===== src/hw/rtl/rgbhsv_pkg.sv =====
// Shared types and constants for the RGB to HSV pixel converter.
// Used by the front stage, the divider cells and the top level.
`timescale 1ns / 1ps
`default_nettype none

package rgbhsv_pkg;

	localparam int PIX_W   = 8;
	localparam int QUO_W   = 8;
	localparam int DIV_W   = 19;
	localparam int N_CELLS = QUO_W;

	typedef enum logic [1:0] {
		K6_ZERO = 2'd0,
		K6_NEG6 = 2'd1,
		K6_NEG2 = 2'd2,
		K6_POS4 = 2'd3
	} k6_sel_t;

	typedef struct packed {
		logic [DIV_W-1:0] rem;
		logic [DIV_W-1:0] dvs;
		logic [QUO_W-1:0] quo;
	} div_lane_t;

	typedef struct packed {
		div_lane_t        hue;
		div_lane_t        sat;
		logic [PIX_W-1:0] bright;
	} cell_word_t;

endpackage

`default_nettype wire


===== src/hw/rtl/rgbhsv_front.sv =====
// Front stages: channel sort, chroma and hue offset, then dividend and divisor setup.
// Depends on rgbhsv_pkg; feeds the first divider cell.
`timescale 1ns / 1ps
`default_nettype none

module rgbhsv_front (
	input  wire logic                     clk,
	input  wire logic                     arst_n,
	input  wire logic                     in_valid,
	output logic                          in_ready,
	input  wire logic [rgbhsv_pkg::PIX_W-1:0] blue,
	input  wire logic [rgbhsv_pkg::PIX_W-1:0] green,
	input  wire logic [rgbhsv_pkg::PIX_W-1:0] red,
	output logic                          out_valid,
	input  wire logic                     out_ready,
	output rgbhsv_pkg::cell_word_t        out_word
);
	import rgbhsv_pkg::*;

	logic             swap1, swap2;
	logic [PIX_W-1:0] g1, b1, r2, g2, lo;
	k6_sel_t          k6_c;

	logic             valid_s1;
	logic             ready_s1;
	logic [PIX_W-1:0] max_s1;
	logic [PIX_W-1:0] chroma_s1;
	logic signed [8:0] diff_s1;
	k6_sel_t          k6_s1;

	logic [10:0]       c6;
	logic signed [11:0] kc;
	logic [12:0]       num;
	logic [12:0]       num_abs;
	logic [10:0]       mag;
	cell_word_t        word_c;

	logic       valid_s2;
	cell_word_t word_s2;

	always_comb begin
		swap1 = green < blue;
		g1    = swap1 ? blue : green;
		b1    = swap1 ? green : blue;
		swap2 = red < g1;
		r2    = swap2 ? g1 : red;
		g2    = swap2 ? red : g1;
		lo    = (swap2 && (red < b1)) ? red : b1;
		unique case ({swap1, swap2})
			2'b00: k6_c = K6_ZERO;
			2'b10: k6_c = K6_NEG6;
			2'b01: k6_c = K6_NEG2;
			2'b11: k6_c = K6_POS4;
			default: k6_c = K6_ZERO;
		endcase
	end

	assign ready_s1 = !valid_s2 || out_ready;
	assign in_ready = !valid_s1 || ready_s1;

	always_ff @(posedge clk or negedge arst_n) begin
		if (!arst_n) begin
			valid_s1 <= 1'b0;
		end else if (in_ready) begin
			valid_s1 <= in_valid;
		end
	end

	always_ff @(posedge clk) begin
		if (in_ready && in_valid) begin
			max_s1    <= r2;
			chroma_s1 <= r2 - lo;
			diff_s1   <= $signed({1'b0, g2}) - $signed({1'b0, b1});
			k6_s1     <= k6_c;
		end
	end

	always_comb begin
		c6 = 11'({chroma_s1, 2'b00}) + 11'({chroma_s1, 1'b0});
		unique case (k6_s1)
			K6_ZERO: kc = '0;
			K6_NEG6: kc = -$signed({1'b0, c6});
			K6_NEG2: kc = -$signed({3'b000, chroma_s1, 1'b0});
			K6_POS4: kc = $signed({2'b00, chroma_s1, 2'b00});
			default: kc = '0;
		endcase
		num     = {kc[11], kc} + {{4{diff_s1[8]}}, diff_s1};
		num_abs = num[12] ? (13'd0 - num) : num;
		mag     = num_abs[10:0];

		word_c.hue.rem = {mag, 8'b0} - {8'b0, mag};
		word_c.hue.dvs = (chroma_s1 == '0) ? (DIV_W'(1) << (QUO_W - 1)) : {1'b0, c6, 7'b0};
		word_c.hue.quo = '0;
		word_c.sat.rem = {3'b000, ({chroma_s1, 8'b0} - {8'b0, chroma_s1})};
		word_c.sat.dvs = (max_s1 == '0) ? (DIV_W'(1) << (QUO_W - 1)) :
			{4'b0000, max_s1, 7'b0};
		word_c.sat.quo = '0;
		word_c.bright  = max_s1;
	end

	always_ff @(posedge clk or negedge arst_n) begin
		if (!arst_n) begin
			valid_s2 <= 1'b0;
		end else if (ready_s1) begin
			valid_s2 <= valid_s1;
		end
	end

	always_ff @(posedge clk) begin
		if (ready_s1 && valid_s1) begin
			word_s2 <= word_c;
		end
	end

	assign out_valid = valid_s2;
	assign out_word  = word_s2;

endmodule

`default_nettype wire


===== src/hw/rtl/rgbhsv_cell.sv =====
// One restoring-division cell: one quotient bit for the hue and saturation lanes.
// Depends on rgbhsv_pkg; chained by the top level.
`timescale 1ns / 1ps
`default_nettype none

module rgbhsv_cell (
	input  wire logic              clk,
	input  wire logic              arst_n,
	input  wire logic              in_valid,
	output logic                   in_ready,
	input  wire rgbhsv_pkg::cell_word_t in_word,
	output logic                   out_valid,
	input  wire logic              out_ready,
	output rgbhsv_pkg::cell_word_t out_word
);
	import rgbhsv_pkg::*;

	function automatic div_lane_t div_step(div_lane_t l);
		div_lane_t n;
		logic      ge;
		ge    = l.rem >= l.dvs;
		n.rem = ge ? (l.rem - l.dvs) : l.rem;
		n.dvs = l.dvs >> 1;
		n.quo = {l.quo[QUO_W-2:0], ge};
		return n;
	endfunction

	logic       valid_q;
	cell_word_t word_q;

	assign in_ready = !valid_q || out_ready;

	always_ff @(posedge clk or negedge arst_n) begin
		if (!arst_n) begin
			valid_q <= 1'b0;
		end else if (in_ready) begin
			valid_q <= in_valid;
		end
	end

	always_ff @(posedge clk) begin
		if (in_ready && in_valid) begin
			word_q.hue    <= div_step(in_word.hue);
			word_q.sat    <= div_step(in_word.sat);
			word_q.bright <= in_word.bright;
		end
	end

	assign out_valid = valid_q;
	assign out_word  = word_q;

endmodule

`default_nettype wire


===== src/hw/rtl/rgb_to_hsv_pixel.sv =====
// Top level of the RGB to HSV pixel converter: front stages and a chain of divider cells.
// Depends on rgbhsv_pkg, rgbhsv_front and rgbhsv_cell.
//
// Usage:
//   Slave channel s_t* takes one pixel word: blue, green, red bytes.
//   Master channel m_t* returns one word per pixel: hue, saturation, brightness.
//   A word is accepted when tvalid and tready are both high.
//   The pipeline has two front stages (sort, then dividend setup) and
//   eight division cells, each resolving one quotient bit of both the hue
//   and saturation quotients. The last cell is the output register.
//   Throughput is one pixel per cycle while m_tready is high; every stage holds
//   its own valid bit, so bubbles collapse and a new pixel enters while results wait.
//   When m_tready is low, the stages fill up behind the held output word and
//   s_tready drops once the whole chain is occupied.
//   Reset clears all valid bits; no word is in flight afterwards.
`timescale 1ns / 1ps
`default_nettype none

module rgb_to_hsv_pixel (
	input  wire logic        clk,
	input  wire logic        arst_n,
	input  wire logic        s_tvalid,
	output logic             s_tready,
	input  wire logic [23:0] s_tdata,   // blue[7:0], green[15:8], red[23:16]
	output logic             m_tvalid,
	input  wire logic        m_tready,
	output logic [23:0]      m_tdata    // hue[7:0], saturation[15:8], brightness[23:16]
);
	import rgbhsv_pkg::*;

	logic       link_valid [0:N_CELLS];
	logic       link_ready [0:N_CELLS];
	cell_word_t link_word  [0:N_CELLS];

	rgbhsv_front u_front (
		.clk       (clk),
		.arst_n    (arst_n),
		.in_valid  (s_tvalid),
		.in_ready  (s_tready),
		.blue      (s_tdata[7:0]),
		.green     (s_tdata[15:8]),
		.red       (s_tdata[23:16]),
		.out_valid (link_valid[0]),
		.out_ready (link_ready[0]),
		.out_word  (link_word[0])
	);

	for (genvar i = 0; i < N_CELLS; i++) begin : g_cell
		rgbhsv_cell u_cell (
			.clk       (clk),
			.arst_n    (arst_n),
			.in_valid  (link_valid[i]),
			.in_ready  (link_ready[i]),
			.in_word   (link_word[i]),
			.out_valid (link_valid[i+1]),
			.out_ready (link_ready[i+1]),
			.out_word  (link_word[i+1])
		);
	end

	assign link_ready[N_CELLS] = m_tready;
	assign m_tvalid = link_valid[N_CELLS];
	assign m_tdata  = {link_word[N_CELLS].bright,
	                   link_word[N_CELLS].sat.quo,
	                   link_word[N_CELLS].hue.quo};

endmodule

`default_nettype wire

===== config.mk =====
export PLATFORM = sky130hd
export DESIGN_NAME = rgb_to_hsv_pixel
export DESIGN_NICKNAME = d
export VERILOG_FILES = /design/src/hw/rtl/rgbhsv_pkg.sv /design/src/hw/rtl/rgbhsv_front.sv /design/src/hw/rtl/rgbhsv_cell.sv /design/src/hw/rtl/rgb_to_hsv_pixel.sv
export SDC_FILE = /design/constraint.sdc
export NUM_CORES = 1
export LEC_CHECK = 0
export ABC_AREA = 1
export ABC_CLOCK_PERIOD_IN_PS = 16200
export BUFFER_PORTS_ARGS = -buffer_cell sky130_fd_sc_hd__buf_2
export CORE_UTILIZATION = 65
export CTS_BUF_LIST = sky130_fd_sc_hd__clkbuf_8
export DETAILED_ROUTE_END_ITERATION = 16
export MAX_ROUTING_LAYER = met4
export PLACE_DENSITY = 0.91
export SYNTH_ARGS = -nofsm -noshare
export SYNTH_HDL_FRONTEND = slang
export SYNTH_SLANG_ARGS = --single-unit

===== constraint.sdc =====
create_clock -name clk -period 16.2 [get_ports clk]
set_input_delay 1.62 -clock clk [delete_from_list [all_inputs] [get_ports clk]]
set_output_delay 1.62 -clock clk [all_outputs]
set_load 0.005 [all_outputs]

# [Yosys cells after proc, flatten, opt, wreduce, memory -nomap -nowiden]
# Index checks and enable logic that the tools add are counted.
[word_totals] in_bits=28 regBits=730 wordCells=179
[op_classes] mux=22 add_sub_neg=23 magnitude_cmp=19 reduce_logical=35 n_eq_ne=6
[op_table] op="$mux 19" count=13
[op_table] op="$pmux 12 s4" count=1
[op_table] op="$mux 8" count=5
[op_table] op="$ge 19x12->1" count=2
[op_table] op="$ge 19x13->1" count=2
[op_table] op="$ge 19x14->1" count=2
[op_table] op="$ge 19x15->1" count=2
[op_table] op="$ge 19x16->1" count=2
[op_table] op="$ge 19x17->1" count=2
[op_table] op="$ge 19x18->1" count=2
[op_table] op="$sub 19x13->19" count=2
[op_table] op="$sub 19x14->19" count=2
[op_table] op="$sub 19x15->19" count=2
[op_table] op="$sub 19x16->19" count=2
[op_table] op="$sub 19x17->19" count=2
[op_table] op="$sub 19x18->19" count=2
[op_table] op="$lt 8x8->1" count=3
[op_table] op="$ge 16x19->1" count=1
[op_table] op="$ge 19x19->1" count=1
[op_table] op="$sub 16x19->19" count=1
[op_table] op="$sub 19x11->19" count=1
[op_table] op="$sub 19x19->19" count=1
[op_table] op="$logic_not 8->1" count=2
[op_table] op="$mux 16" count=1
[op_table] op="16 further kinds" count=49

# [Logic depth before layout (Yosys ltp)]
[depth] ltp_word=12 ltp_mapped=39 depth_no_buf=37

# [Modules after synthesis]
# From an unflattened synthesis, not the netlist that was laid out.
[hier_totals] cells_unflattened=6618 area_unflattened_um2=57098.5
[modules_own_cells] mod="rgbhsv_cell at g_cell[2].u_cell ..." cells_per_inst=723 area_each_um2=6244.7 seq_area_each_um2=2967.8 instances=4
[modules_own_cells] mod="rgbhsv_front" cells_per_inst=810 area_each_um2=7058.0 seq_area_each_um2=2722.6 instances=1
[modules_own_cells] mod="rgbhsv_cell at g_cell[0].u_cell" cells_per_inst=728 area_each_um2=6321.1 seq_area_each_um2=2967.8 instances=1
[modules_own_cells] mod="rgbhsv_cell at g_cell[1].u_cell" cells_per_inst=723 area_each_um2=6297.3 seq_area_each_um2=2967.8 instances=1
[modules_own_cells] mod="rgbhsv_cell at g_cell[6].u_cell" cells_per_inst=733 area_each_um2=6243.5 seq_area_each_um2=2967.8 instances=1
[modules_own_cells] mod="rgbhsv_cell at g_cell[7].u_cell" cells_per_inst=732 area_each_um2=6199.7 seq_area_each_um2=2967.8 instances=1

# [Worst setup path before layout]
# Ideal clock, no wire load.
[synth_path] path_kind="input -> register" start="input port s_tdata[7]" end="register u_front.chroma_s1[7], data pin" n_path_buf=3 setup_slack_ps=10134 arrival_ps=5813 stages=32 setup_time_ps=253 cell_sequence="inv_1 -> ha_1 -> nand2_1 -> o21a_1 -> nand2_1 -> clkbuf_1 -> clkbuf_1 -> nand2_1 -> o21ai_0 -> inv_1 -> ha_1 -> a21oi_1 -> nor2_1 -> a211oi_1 -> nand2_1 -> inv_1 -> nand2_1 -> buf_2 -> o21ai_1 -> ha_1 -> a21oi_1 -> o21ai_0 -> a21oi_1 -> inv_1 -> a21oi_1 -> o21ai_0 -> a21oi_1 -> inv_1 -> nand3_1 -> nand2_1 -> nor2_1 -> nor2_1"
[synth_via] elab_chain_len=6 elab_cells_between_ends=9
[synth_rtl] element="start: declaration" line="rgb_to_hsv_pixel.sv:24" source="input wire logic [23:0] s_tdata,"
[synth_rtl] element="$lt 8x8->1" line="rgbhsv_front.sv:42" source="swap1 = green < blue;"
[synth_rtl] element="$mux 8 (on tied branches)" line="rgbhsv_front.sv:43, rgbhsv_front.sv:44"
[synth_rtl] element="$lt 8x8->1 (on tied branches)" line="rgbhsv_front.sv:45, rgbhsv_front.sv:48"
[synth_rtl] element="$logic_and 1x1->1" line="rgbhsv_front.sv:48" source="lo = (swap2 && (red < b1)) ? red : b1;"
[synth_rtl] element="$mux 8" line="rgbhsv_front.sv:48"
[synth_rtl] element="$sub 8x8->8 (*)" line="rgbhsv_front.sv:72" source="chroma_s1 <= r2 - lo;"
[synth_rtl] element="end signal: assignment" line="rgbhsv_front.sv:72"
[synth_rtl] element="end: declaration" line="rgbhsv_front.sv:27" source="logic [PIX_W-1:0] chroma_s1;"
# Mark *: on every way between the ends. The rest lies on a longest branch, timed or not.
# A chain may end at the register's enable or synchronous reset.

# [Worst setup path in the final report]
# Same ends and word-level chain as after synthesis.

==> impl_metrics.toml <==
[finish]
antenna_cells = 0
drive_gt1_frac = 0.0832
fill_cells = 3262
nNetsFinal = 3429
final_cell_mix = "edfxtp_1 (624), nand2_1 (508), inv_1 (460)"
area_delta_synth_final_pct = 8.59
final_common_cell = "edfxtp_1"

[grt]
grt_pass1_vias = 22200
grt-ovfl-total = 0
grt_max_degree = 80
antenna_found_initial = 0
grt_pass1_wl_um = 104000
gr-usage-all-layers = 0.262

[floorplanning]
die_area_um2 = 51400
die_h_um = 227
io_pins = 54
initial_core_util = 0.657
rows = 82
die_x_um = 227
core_area_um2 = 50000

[yosys]
synth_top_family_by_area = "simple AND/OR/NAND/NOR gates"
synth-seq-cells = 634
synth_fa_ha_area_frac = 0.0952
yosysWarnings = 0
syn_inst = 3041
syn_nets = 3308
synth_compound_gate_area_share = 0.0849
synth-edff-count = 624
ys_types = 67
async_flop_share = 0.0158
synth_xor_area_frac = 0.0530
synth.avg_cell_area_um2 = 10.8
synth-simple-area-share = 0.132
synth-seq-area-share = 0.578
muxShareOfSynthArea = 0.000343
synth_area_um2 = 32800
dominantRegCellSynth = "edfxtp_1"

[critical_path]
crit_arrival_ps = 7710
crit_path_start_kind = "primary input"
cpPeakStageDelay_ps = 560
worst_path_max_delay_cell = "o21ai_0"
end_kind = "flip-flop"
critical_path_required_ps = 16620
critPathKind = "in2reg"
reg2reg_slack_ps = 10090
crit_path_max_fanout = 31
crit_top_cell = "inv_1"

[route]
routedLengthMet1_um = 23900
first_pass_iters = 6
dr_wl_met2_um = 34000
drt_iter0_drc = 1466
vias = 21800
drc = 0
wl_per_cell_um = 16.3
routed_wl_um = 63500
viasPerCell = 5.59
top_layer = "met4"
routed-wl-met3_um = 2990
ant_nets = 0

[clock_tree]
cts_tree = "done"
worst_skew_pair.late_latency_ps = 680
cts_buffer_depth = 3
cts.clk_slew.worst_paths_ps = 60
numCtsBuffers = 94
post_cts_buffers = 0
cts.sinks = 634
htree_levels = 3
hold_buffers = 0
ctsRootBufferMaster = "clkbuf_8"
cts_resized = 0

[placement]
io_buffers = 53
gp_congestion = 0.966
place_hpwl_um = 47500

[sta]
skew_ps = 27.2
min_period_ps = 7290
max_slew.worst_pin.slew_ps = 1010
period_share = 0.450
hold_viol_final = 0
slew-limit-headroom = 0.323
finalSetupViolCount = 0
slew_violations = 0
fmax_mhz = 137
tns_ps = 0
grt_setup_unrepaired = "no"

[job]
maxCapViolations = 0

[run_status]
status = "finished, final reports clean"

[worst_hold_path]
min-delay-path-class = "reg2reg"
==> cell families (layout without fill, tap and decap cells) <==
group / after synthesis / in the layout
simple gates: 984 / 984
flops: 634 / 634
compound gates: 503 / 503
buf+inv: 483 / 677
fa+ha+maj: 239 / 239
xor+xnor: 197 / 197
mux: 1 / 1
==> critical path: cells and delay by family <==
family,cells,cell delay [ps]
adder cells (fa/ha/maj),3,820
AND/OR/NAND/NOR,9,1680
buffers and inverters,7,930
AO/OA/AOI/OAI,11,2660
==> synthesized netlist by cell type (10+ instances only) <==
| cell type | number | area (um^2) |
|---|---|---|
| edfxtp_1 | 624 | 18700 |
| nand2_1 | 508 | 1910 |
| inv_1 | 437 | 1640 |
| ha_1 | 221 | 2770 |
| nor2_1 | 212 | 796 |
| o21ai_0 | 205 | 1030 |
| a21oi_1 | 180 | 901 |
| xor2_1 | 119 | 1040 |
| nand3_1 | 96 | 480 |
| xnor2_1 | 76 | 666 |
| nor3_1 | 39 | 195 |
| nand4_1 | 30 | 188 |
| o21ai_1 | 28 | 140 |
| clkbuf_1 | 23 | 86.3 |
| nor4_1 | 22 | 138 |
| fa_1 | 18 | 360 |
| nand2_2 | 15 | 93.8 |
| a211oi_1 | 13 | 97.6 |
| or2_2 | 12 | 75.1 |
| dfrtp_1 | 10 | 250 |
| o211ai_1 | 10 | 75.1 |
==> registers in the layout (all words and copies together) (netlist names) <==
signal	cells
u_front.k6_s1	2
u_front.valid_s1	1
u_front.chroma_s1	8
g_cell.u_cell.out_word	535
u_front.max_s1	8
u_front.out_valid	1
u_front.diff_s1	9
u_front.out_word	62
g_cell.u_cell.out_valid	8
==> cell type report <==
cell class                      count  area, um^2  area share
Sequential cell                   634       19000       0.532
Multi-Input combinational cell   1924       12000       0.337
Inverter                          446        1680      0.0471
Clock buffer                       98        1350      0.0378
Tap cell                          672         841      0.0236
Clock inverter                     71         448      0.0126
Timing Repair Buffer               62         333     0.00933
==> worst paths after layout <==
path,startpoint,endpoint,depth (start not counted)
setup / recovery,s_tdata[7],u_front.chroma_s1[7],30
hold / removal,g_cell[0].u_cell.out_word[1],g_cell[1].u_cell.out_word[1],0
setup reg to reg,u_front.chroma_s1[0],u_front.out_word[98],34
hold reg to reg,g_cell[0].u_cell.out_word[1],g_cell[1].u_cell.out_word[1],0
max in group asynchronous,arst_n,g_cell[0].u_cell.out_valid,1
min in group asynchronous,arst_n,g_cell[7].u_cell.out_valid,1
==> stage by stage <==
step	cells	area (um^2)	setup slack [ps]	hold slack, ps	util
4_1_cts	3907	35700	9010	413	0.714
3_3_place_gp	3738	33900	8730	403	0.678
2_1_floorplan	3041	32800	10130	400	-
3_5_place_dp	3738	33900	8290	405	0.678
5_1_grt	3907	35700	8190	407	0.714
6_report	3907	35700	8910	415	0.714
==> per-layer routing <==
metal  up-vias  GRT usage
met5         -          -
met4         0      0.123
met3       198     0.0430
met2       747      0.485
met1     10200      0.269
li1      10700          -
Power is not shown: default switching activity piles up to over one toggle a cycle in this logic, so the estimate is an artifact.
